$ cat src/rtl/core/ufs_pkg.sv
// Shared types and constants of the URL field splitter.
`default_nettype none
package ufs_pkg;

	localparam int MAX_URL_LEN = 256;
	localparam int MIN_URL_LEN = 4;
	// offset counter must reach MAX_URL_LEN + 1
	localparam int OFF_W = $clog2(MAX_URL_LEN + 2);

	localparam logic [7:0] CH_COLON = 8'h3A;
	localparam logic [7:0] CH_SLASH = 8'h2F;
	localparam logic [7:0] CH_AT    = 8'h40;
	localparam logic [7:0] CH_QUEST = 8'h3F;
	localparam logic [7:0] CH_HASH  = 8'h23;
	localparam logic [7:0] CH_ZERO  = 8'h30;
	localparam logic [7:0] CH_NINE  = 8'h39;

	typedef enum logic [1:0] {
		PH_SCHEME = 2'd0,
		PH_AUTH   = 2'd1,
		PH_PATH   = 2'd2
	} phase_t;

	typedef enum logic [1:0] {
		ST_OK    = 2'd0,
		ST_SHORT = 2'd1,
		ST_NOSEP = 2'd2,
		ST_LONG  = 2'd3
	} status_t;

	typedef struct packed {
		logic [7:0] char_byte;
		logic       last_byte;
	} in_item_t;

	typedef struct packed {
		logic [1:0]  status;
		logic [8:0]  scheme_end;
		logic        user_present;
		logic        pass_present;
		logic [8:0]  user_end;
		logic [8:0]  at_offset;
		logic [8:0]  host_end;
		logic [15:0] port_number;
		logic [8:0]  path_start;
		logic        path_present;
		logic [8:0]  query_start;
		logic [8:0]  hash_start;
	} out_item_t;

endpackage
`default_nettype wire

$ cat src/rtl/core/ufs_parser.sv
// Per-URL parse state and the single-byte update and result logic.
`default_nettype none
module ufs_parser (
	input  wire              clk,
	input  wire              arst_n,
	input  wire              step,
	input  ufs_pkg::in_item_t item,
	output ufs_pkg::out_item_t res
);
	import ufs_pkg::*;

	typedef struct packed {
		logic [OFF_W-1:0] byte_offset;
		phase_t           phase;
		logic [1:0]       sep_match;
		logic [OFF_W-1:0] scheme_end;
		logic [OFF_W-1:0] first_colon;
		logic [OFF_W-1:0] last_at;
		logic [OFF_W-1:0] host_colon;
		logic [15:0]      port_accum;
		logic             digits_open;
		logic [OFF_W-1:0] path_start;
		logic [OFF_W-1:0] query_start;
		logic [OFF_W-1:0] hash_start;
	} parse_state_t;

	localparam logic [OFF_W-1:0] MAX_LEN_C = OFF_W'(MAX_URL_LEN);
	localparam logic [OFF_W-1:0] MIN_LEN_C = OFF_W'(MIN_URL_LEN);

	parse_state_t st_q;
	parse_state_t nxt;

	logic [7:0]       c;
	logic [OFF_W-1:0] off;
	logic [19:0]      port_sum;
	logic [OFF_W-1:0] len;
	logic [OFF_W-1:0] pstart;
	logic [OFF_W-1:0] fc_inc;
	logic             ucolon;
	logic             is_digit;

	assign c        = item.char_byte;
	assign off      = st_q.byte_offset;
	assign is_digit = (c >= CH_ZERO) && (c <= CH_NINE);
	// acc * 10 + digit as two shifts and adds
	assign port_sum = {1'b0, st_q.port_accum, 3'b000} + {3'b000, st_q.port_accum, 1'b0}
		+ {12'd0, c - CH_ZERO};

	always_comb begin
		nxt = st_q;
		if (off < MAX_LEN_C) begin
			unique case (st_q.phase)
				PH_SCHEME: begin
					if (st_q.sep_match == 2'd2 && c == CH_SLASH) begin
						nxt.scheme_end = off - OFF_W'(2);
						nxt.phase      = PH_AUTH;
						nxt.sep_match  = 2'd0;
					end else if (st_q.sep_match == 2'd1 && c == CH_SLASH) begin
						nxt.sep_match = 2'd2;
					end else begin
						nxt.sep_match = (c == CH_COLON) ? 2'd1 : 2'd0;
					end
				end
				PH_AUTH: begin
					priority if (c == CH_SLASH) begin
						nxt.path_start = off;
						nxt.phase      = PH_PATH;
					end else if (c == CH_AT) begin
						nxt.last_at     = off;
						nxt.host_colon  = '0;
						nxt.port_accum  = '0;
						nxt.digits_open = 1'b0;
					end else if (c == CH_COLON) begin
						if (st_q.first_colon == '0) nxt.first_colon = off;
						if (st_q.host_colon == '0) begin
							nxt.host_colon  = off;
							nxt.port_accum  = '0;
							nxt.digits_open = 1'b1;
						end else begin
							nxt.digits_open = 1'b0;
						end
					end else if (is_digit && st_q.digits_open) begin
						nxt.port_accum = (port_sum > 20'd65535) ? 16'hFFFF : port_sum[15:0];
					end else begin
						nxt.digits_open = 1'b0;
					end
				end
				PH_PATH: begin
					if (c == CH_QUEST && st_q.query_start == '0)
						nxt.query_start = off + OFF_W'(1);
					if (c == CH_HASH && st_q.hash_start == '0)
						nxt.hash_start = off + OFF_W'(1);
				end
				default: begin
					nxt.phase = st_q.phase;
				end
			endcase
		end
		// keep counting past the limit so long URLs are flagged
		if (off <= MAX_LEN_C) nxt.byte_offset = off + OFF_W'(1);
	end

	assign len    = nxt.byte_offset;
	assign pstart = (nxt.path_start != '0) ? nxt.path_start : len;
	assign fc_inc = nxt.first_colon + OFF_W'(1);
	assign ucolon = (nxt.first_colon != '0) && (nxt.first_colon < nxt.last_at);

	always_comb begin
		res = '0;
		priority if (len < MIN_LEN_C) begin
			res.status = ST_SHORT;
		end else if (len > MAX_LEN_C) begin
			res.status = ST_LONG;
		end else if (nxt.phase == PH_SCHEME) begin
			res.status = ST_NOSEP;
		end else begin
			res.status     = ST_OK;
			res.scheme_end = 9'(nxt.scheme_end);
			if (nxt.last_at != '0) begin
				res.user_present = 1'b1;
				res.pass_present = ucolon && (fc_inc != nxt.last_at);
				res.user_end     = ucolon ? 9'(nxt.first_colon) : 9'(nxt.last_at);
				res.at_offset    = 9'(nxt.last_at);
			end
			res.host_end     = (nxt.host_colon != '0) ? 9'(nxt.host_colon) : 9'(pstart);
			res.port_number  = nxt.port_accum;
			res.path_start   = 9'(pstart);
			res.path_present = (nxt.path_start != '0);
			res.query_start  = 9'(nxt.query_start);
			res.hash_start   = 9'(nxt.hash_start);
		end
	end

	// clear everything once the URL closes
	always_ff @(posedge clk or negedge arst_n) begin
		if (!arst_n) begin
			st_q <= '0;
		end else if (step) begin
			st_q <= item.last_byte ? parse_state_t'('0) : nxt;
		end
	end

endmodule
`default_nettype wire

$ cat src/rtl/core/ufs_result_reg.sv
// Single-entry result register on the output channel.
`default_nettype none
module ufs_result_reg (
	input  wire                clk,
	input  wire                arst_n,
	input  wire                load,
	input  ufs_pkg::out_item_t load_data,
	output logic               space,
	output logic               valid,
	input  wire                ready,
	output ufs_pkg::out_item_t data
);
	import ufs_pkg::*;

	logic valid_q;

	assign space = !valid_q || ready;
	assign valid = valid_q;

	always_ff @(posedge clk or negedge arst_n) begin
		if (!arst_n) begin
			valid_q <= 1'b0;
		end else if (load) begin
			valid_q <= 1'b1;
		end else if (ready) begin
			valid_q <= 1'b0;
		end
	end

	always_ff @(posedge clk) begin
		if (load) data <= load_data;
	end

endmodule
`default_nettype wire

$ cat src/rtl/core/url_field_splitter_unit.sv
// URL field splitter: byte stream in, one set of part offsets per URL out.
//
// Usage: send the URL one byte per transfer on byte_valid/byte_ready/byte_data,
// with last_byte set on the final byte. That final byte produces one transfer
// on result_valid/result_ready/result_data carrying the status and the offsets
// of scheme, user info, host, port, path, query and hash; other bytes produce
// nothing. The next URL may follow directly.
// Throughput: one byte per cycle while no final byte is held, set by the single update
// pass that sits between the input register and the parse state / result register.
// Order: a byte enters the input register at its transfer and is parsed from there;
// on a final byte the result register then loads and offers the result.
// Stall: while the result register is full and not being taken, a final byte
// waits in the input register and byte_ready drops; other bytes keep flowing.
// Reset: arst_n clears the parse state and both valid flags; the first byte
// after reset starts a new URL.
`default_nettype none
module url_field_splitter_unit (
	input  wire                clk,
	input  wire                arst_n,
	input  wire                byte_valid,
	output logic               byte_ready,
	input  ufs_pkg::in_item_t  byte_data,
	output logic               result_valid,
	input  wire                result_ready,
	output ufs_pkg::out_item_t result_data
);
	import ufs_pkg::*;

	in_item_t  item_s1;
	logic      valid_s1;
	logic      advance;
	logic      load_res;
	logic      res_space;
	out_item_t res;

	assign advance    = valid_s1 && (!item_s1.last_byte || res_space);
	assign load_res   = advance && item_s1.last_byte;
	assign byte_ready = !valid_s1 || advance;

	always_ff @(posedge clk or negedge arst_n) begin
		if (!arst_n) begin
			valid_s1 <= 1'b0;
		end else if (byte_valid && byte_ready) begin
			valid_s1 <= 1'b1;
		end else if (advance) begin
			valid_s1 <= 1'b0;
		end
	end

	always_ff @(posedge clk) begin
		if (byte_valid && byte_ready) item_s1 <= byte_data;
	end

	ufs_parser u_parser (
		.clk    (clk),
		.arst_n (arst_n),
		.step   (advance),
		.item   (item_s1),
		.res    (res)
	);

	ufs_result_reg u_result (
		.clk       (clk),
		.arst_n    (arst_n),
		.load      (load_res),
		.load_data (res),
		.space     (res_space),
		.valid     (result_valid),
		.ready     (result_ready),
		.data      (result_data)
	);

	// never overwrite a result that is still waiting
	a_no_overwrite: assert property (@(posedge clk) disable iff (!arst_n)
		load_res |-> (!result_valid || result_ready))
		else $error("result register overwritten");

	// input stalls only behind a held final byte
	a_stall_cause: assert property (@(posedge clk) disable iff (!arst_n)
		!byte_ready |-> (valid_s1 && item_s1.last_byte && result_valid && !result_ready))
		else $error("input stalled without cause");

	// a failed URL carries no offsets
	a_fail_zero: assert property (@(posedge clk) disable iff (!arst_n)
		(result_valid && result_data.status != ST_OK) |->
		(result_data.path_start == '0 && result_data.port_number == '0
		&& result_data.scheme_end == '0 && result_data.user_present == 1'b0))
		else $error("failed result has nonzero fields");

endmodule
`default_nettype wire
$ cat config.mk
export PLATFORM = sky130hd
export DESIGN_NAME = url_field_splitter_unit
export DESIGN_NICKNAME = d
export VERILOG_FILES = /design/src/rtl/core/ufs_pkg.sv /design/src/rtl/core/ufs_parser.sv /design/src/rtl/core/ufs_result_reg.sv /design/src/rtl/core/url_field_splitter_unit.sv
export SDC_FILE = /design/constraint.sdc
export NUM_CORES = 1
export LEC_CHECK = 0
export BUFFER_PORTS_ARGS = -buffer_cell sky130_fd_sc_hd__buf_2
export CORE_MARGIN = 4
export CORE_UTILIZATION = 60
export DETAILED_ROUTE_END_ITERATION = 8
export PLACE_DENSITY = 0.81
export RECOVER_POWER = 50
export SETUP_SLACK_MARGIN = 0.4
export SLEW_MARGIN = 10
export SYNTH_ARGS = -nofsm -noshare
export SYNTH_HDL_FRONTEND = slang
export SYNTH_SLANG_ARGS = --single-unit
$ cat constraint.sdc
create_clock -name clk -period 5.4 [get_ports clk]
set_input_delay 0.54 -clock clk [delete_from_list [all_inputs] [get_ports clk]]
set_output_delay 0.54 -clock clk [all_outputs]
set_load 0.02 [all_outputs]
* After elaboration in Yosys (flattened, before gate mapping)
Index checks and enable logic that the tools add are counted.
** Operators by class
- Equality and inequality tests :: 12
- Reductions and logical operators :: 37
- Add/subtract/negate cells :: 6
- Bitwise logic cells :: 1
- Order comparisons :: 8
- Muxes and demuxes :: 39
** Operator list (number)
- $mux 9 :: 13
- $mux 93 :: 1
- $mux 84 :: 1
- $mux 53 :: 1
- $mux 44 :: 1
- $logic_not 9->1 :: 4
- $reduce_bool 9->1 :: 4
- $eq 8x6->1 const B :: 4
- $mux 16 :: 2
- $mux 26 :: 1
- $mux 25 :: 1
- $add 19x17->20 :: 1
- $add 20x8->20 :: 1
- $gt 20x16->1 const B :: 1
- $mux 20 :: 1
- $add 9x1->9 const B :: 2
- $mux 18 :: 1
- $mux 17 :: 1
- $mux 2 :: 6
- $logic_and 1x1->1 :: 11
- $mux 11 :: 1
- $reduce_bool 2->1 :: 5
- $gt 9x9->1 const B :: 1
- $le 9x9->1 const B :: 1
- 24 further kinds :: 37
** Storage, ports and cells
- Register bits :: 188
- Word-level logic and storage cells :: 132
- Input bits :: 13

* Longest topological paths before layout
- Depth in word-level cells :: 14
- Mapped depth :: 19
- Mapped depth without buffers :: 16

* Modules after synthesis
A second synthesis with hierarchy kept.
** Unflattened totals
- Cells, all modules :: 1050
- Area, all modules :: 10660.2 µm²
** Modules (own cells, without submodules)
- ufs_parser :: area each 7741.2 µm², sequential area each 2327.2 µm², instances 1, cells an instance 947
- ufs_result_reg :: area each 2570.0 µm², sequential area each 2547.4 µm², instances 1, cells an instance 87
- url_field_splitter_unit :: area each 349.1 µm², sequential area each 295.3 µm², instances 1, cells an instance 16

* Worst setup path after synthesis
No wires, ideal clock.
- Path kind :: flip-flop to flip-flop
- From :: register u_parser.st_q[83] (netlist name)
- To :: register u_result.data[71] (netlist name), data pin
- Arrival time :: 4038 ps
- Period minus slack after synthesis :: 4213 ps
- Path buffers :: 3
- Path slack :: 1187 ps
- Data required time :: 5225 ps
- Stages on the path, launching flop included :: 18
- Path through :: dfrtp_1 -> clkbuf_1 -> nor3b_1 -> a21boi_1 -> and2_1 -> buf_2 -> buf_2 -> mux2i_1 -> ha_1 -> nor2b_1 -> o21a_1 -> o21a_1 -> o21a_1 -> o21a_1 -> o21a_1 -> o211ai_1 -> nand2_1 -> a311oi_1
** Between the ends
- Longest elaborated chain between the ends :: 6
- Elaborated cells between the ends (all ways) :: 17
- Those cells by class :: add/sub (1); order compare (1); eq/ne (2); mux (5); bitwise (1); reduce/logical (7)
** RTL lines
- start, declared :: RTL line ufs_parser.sv:30 : parse_state_t st_q;
- start signal, assigned :: RTL line ufs_parser.sv:139 : st_q <= item.last_byte ? parse_state_t'('0) : nxt;
- $eq 2x1->1 :: RTL line ufs_parser.sv:52 : unique case (st_q.phase)
- $mux 53 :: RTL line ufs_parser.sv:52
- $mux 84 (*) :: RTL line ufs_parser.sv:51 : if (off < MAX_LEN_C) begin
- $add 9x1->9 (tied with other cells) :: RTL line ufs_parser.sv:105 : assign fc_inc = nxt.first_colon + OFF_W'(1);
- $ne 9x9->1 (tied with other cells) :: RTL line ufs_parser.sv:121 : res.pass_present = ucolon && (fc_inc != nxt.last_at);
- $logic_and 1x1->1 / $reduce_or 4->1 (equally long branches)
- end signal, assigned :: RTL line ufs_result_reg.sv:31 : if (load) data <= load_data;
- end, declared :: RTL line ufs_result_reg.sv:11 : output ufs_pkg::out_item_t data
Mark *: on every way between the ends. The rest lies on a longest branch, timed or not. The select of a mux whose other input is x is not followed.
A chain may end at the register's enable or synchronous reset.

* Worst setup path after layout
- From :: register item_s1[5] (netlist name)
- To :: register u_result.data[71] (netlist name), data pin
** Between the ends
- Longest elaborated chain between the ends :: 9
- Elaborated cells between the ends (all ways) :: 23
- Those cells by class :: add/sub (1); order compare (1); eq/ne (4); mux (9); bitwise (1); reduce/logical (7)
** RTL lines
- start, declared :: RTL line url_field_splitter_unit.sv:29 : in_item_t item_s1;
- start signal, assigned :: RTL line url_field_splitter_unit.sv:51 : if (byte_valid && byte_ready) item_s1 <= byte_data;
- $eq 8x6->1 :: RTL line ufs_parser.sv:73 : end else if (c == CH_COLON) begin
- $mux 9 :: RTL line ufs_parser.sv:73
- $mux 9 :: RTL line ufs_parser.sv:68 : end else if (c == CH_AT) begin
- $mux 44 :: RTL line ufs_parser.sv:65 : priority if (c == CH_SLASH) begin
- $mux 53 :: RTL line ufs_parser.sv:52
- $mux 84 (*) :: RTL line ufs_parser.sv:51
- $add 9x1->9 (tied with other cells) :: RTL line ufs_parser.sv:105
- $ne 9x9->1 / $logic_and 1x1->1 (equally long branches) :: RTL line ufs_parser.sv:121, ufs_parser.sv:106
- $logic_and 1x1->1 :: RTL line ufs_parser.sv:121
Marked as above.

==> results.txt <==
Hold/Removal Path Class = primary input to flip-flop
Drt pass-1 iters = 6
Setup Viol. Count Final = 0
Placer Congestion = 0.904
DRT iter0 DRCs = 829
Wire length per cell = 19.3 µm
Synth Flop Type = dfrtp_1
Clk sinks = 188
RSZ-0062 raised after global routing = false
Post-route design area = 11300 µm²
Fmax achieved = 228 MHz
DRC viols = 0
Hpwl dp = 17400 µm
Max Root-Sink Buffers = 2
Post-CTS Hold Fix Bufs = 1
H-tree level count = 4
PortBufs = 98
Final #Nets = 1137
Vias/cell = 6.21
Instance area at placement = 10900 µm²
Diode count = 0
CP arrival = 4.67 ns
Worst-path clk slew = 0.08 ns
Full die area = 19100 µm²
Die X-Extent = 138 µm
Synth Register Bits = 188
Post-route ant nets = 0
Final Hold Vio Count = 0
CTS Root Cell = clkbuf_16
Post-synthesis cell type count = 74
Startpoint Class = flip-flop
Max Slew Vio Count = 162
CTS tree = done
Worst setup margin = 1.01 ns
FF-to-FF setup slack = 1.01 ns
Crit end category = flip-flop
Worst skew pair latency = 0.45 ns
PostCTS Resize Cnt = 0
Cts bufs inserted = 17
Gate Count Post-Synth = 983
Failing checks = max-capacitance violations, max-slew violations
GRT Resource Usage Total = 0.263
Max Clock Skew = 0.0150 ns
Vias in the first global route = 7968
Crit-path max FO = 10
First-pass GRT wire length = 40700 µm
Layout cell share with drive strength beyond 1 = 0.0820
# IOs = 99
Final min period = 4.39 ns
Worst slew margin = -0.379
Synthesized net count = 1047
Setup tns final = 0 ns
CP required = 5.68 ns
Layout fillers = 1321
Initial core utilization = 0.612
Asr flop ratio synth = 0.505
Post-Syn Area = 10200 µm²
Vias = 8116
# placed instances = 1273
Setup WS pre-CTS = 1.00 ns
Remaining global-route overflow = 0
Worst Tran Pin Value = 2.07 ns
Pin count of the biggest net entering global routing = 75
Core area = 16600 µm²
Leak pwr = 4.64 nW
Warning count from the yosys run = 0
CP Class = flip-flop to flip-flop
Avg Inst Size Synth = 10.3 µm²
Outcome = complete, but fails checks
Sequential share of the synthesized area = 0.509
Final Cycle Share = 0.813
PD cells = 270 nW/µm²
Hold WS = 0.266 ns
Post-CTS Setup Bufs = 0
P&R area growth vs syn = 11.4%
Tot Pwr = 3.05 mW
Max_cap viols = 3
Total wire length = 25200 µm
Final core utilization = 0.682
Rows = 47
Final std cells w/o fill = 1306
Initial antenna violation count = 0
Worst VDD drop = 251 µV
Number of flops mapped to enable cells by yosys = 93
Die height = 138 µm
-- synthesized netlist by cell type, types with 9 or more instances --
cell type,number,area [µm²]
edfxtp_1,93,2790
nand3_1,17,85.1
ha_1,45,563
nand2b_1,9,56.3
dfrtp_1,95,2380
o21a_1,10,75.1
a22o_1,32,280
and3_1,9,56.3
a21o_1,14,105
a21oi_1,73,365
mux2i_1,12,120
nor4_1,14,87.6
a211oi_1,9,67.6
a31oi_1,12,75.1
nor2_1,100,375
o21ai_0,79,395
xnor2_1,29,254
and2_1,11,68.8
clkbuf_1,32,120
inv_1,36,135
nand2_1,91,342
xor2_1,9,78.8
nor3_1,27,135
nor2b_1,10,62.6
-- area by class of cell --
type	instances	area, µm²	area share
Clock buffer	18	429	0.0380
Sequential cell	188	5170	0.457
Multi-Input combinational cell	711	4630	0.409
Inverter	37	139	0.0123
Tap cell	220	275	0.0243
Clock inverter	14	138	0.0122
Timing Repair Buffer	118	529	0.0468
-- where the power goes --
group	switching [mW]	total, mW	internal (mW)	leakage [nW]
clock	0.576	1.22	0.644	0.265
combinational	0.183	0.252	0.0696	2.13
sequential	0.0386	1.58	1.54	2.24
total	0.797	3.05	2.25	4.64
-- state kept, by name (all words and copies together) (netlist names) --
name	flops
valid_s1	1
u_result.data	84
u_parser.off	9
u_parser.st_q	84
item_s1	9
u_result.valid	1
-- per-layer routing --
layer  wire length [µm]  global-route usage
met5                  0                   0
met4                585              0.0972
met3               1790              0.0483
met2              12300               0.429
met1              10600               0.355
-- cells in the final DEF, fill, tap and decap left out, types with 5 or more instances in the layout --
cell / instances
nand2b_1: 9
nand3_1: 17
a211oi_2: 7
nor4_1: 13
fa_1: 6
mux2i_1: 12
o21a_1: 10
and4_1: 5
a211oi_1: 9
o21ai_0: 79
and3_1: 9
a31oi_1: 12
clkbuf_1: 88
a22o_1: 32
inv_1: 36
nor3b_1: 5
ha_1: 45
xnor2_1: 29
nor2_1: 100
nand4_1: 7
nor2b_1: 10
o21ai_1: 5
buf_4: 17
nand2_1: 91
edfxtp_1: 93
xor2_1: 9
a21oi_1: 73
clkbuf_16: 17
nor3_1: 27
a21o_1: 14
buf_2: 12
dfrtp_1: 95
and2_1: 9
inv_6: 5
-- cell families (layout without fill, tap and decap cells) --
family	count (synthesis)	after routing	synth area share
compound gates	276	276	0.178
xor+xnor	38	38	0.0328
fa+ha+maj	51	51	0.0673
buf+inv	84	187	0.0361
flops	188	188	0.509
mux	13	13	0.0129
simple gates	333	333	0.164
-- final timing paths --
path,start,end,depth (start not counted)
max,item_s1[5],u_result.data[71],15
min,byte_data[0],item_s1[0],1
max reg2reg,item_s1[5],u_result.data[71],15
min reg2reg,u_parser.st_q[75],u_parser.st_q[75],2
max in group asynchronous,arst_n,u_parser.st_q[49],3
min in group asynchronous,arst_n,u_parser.st_q[5],2
-- critical path: stages, from the launching register on --
cell,delay [ns]
edfxtp_1,0.43
ha_1,0.24
nor3b_2,0.36
nor4b_4,0.61
and2_1,0.30
a21o_1,0.21
ha_1,0.24
nor2b_1,0.13
o21a_1,0.16
o21a_1,0.16
o21a_1,0.16
o21a_1,0.16
o21a_1,0.18
o211ai_1,0.24
nand2_1,0.32
a311oi_1,0.33
Power figures use the tool's default switching activity.
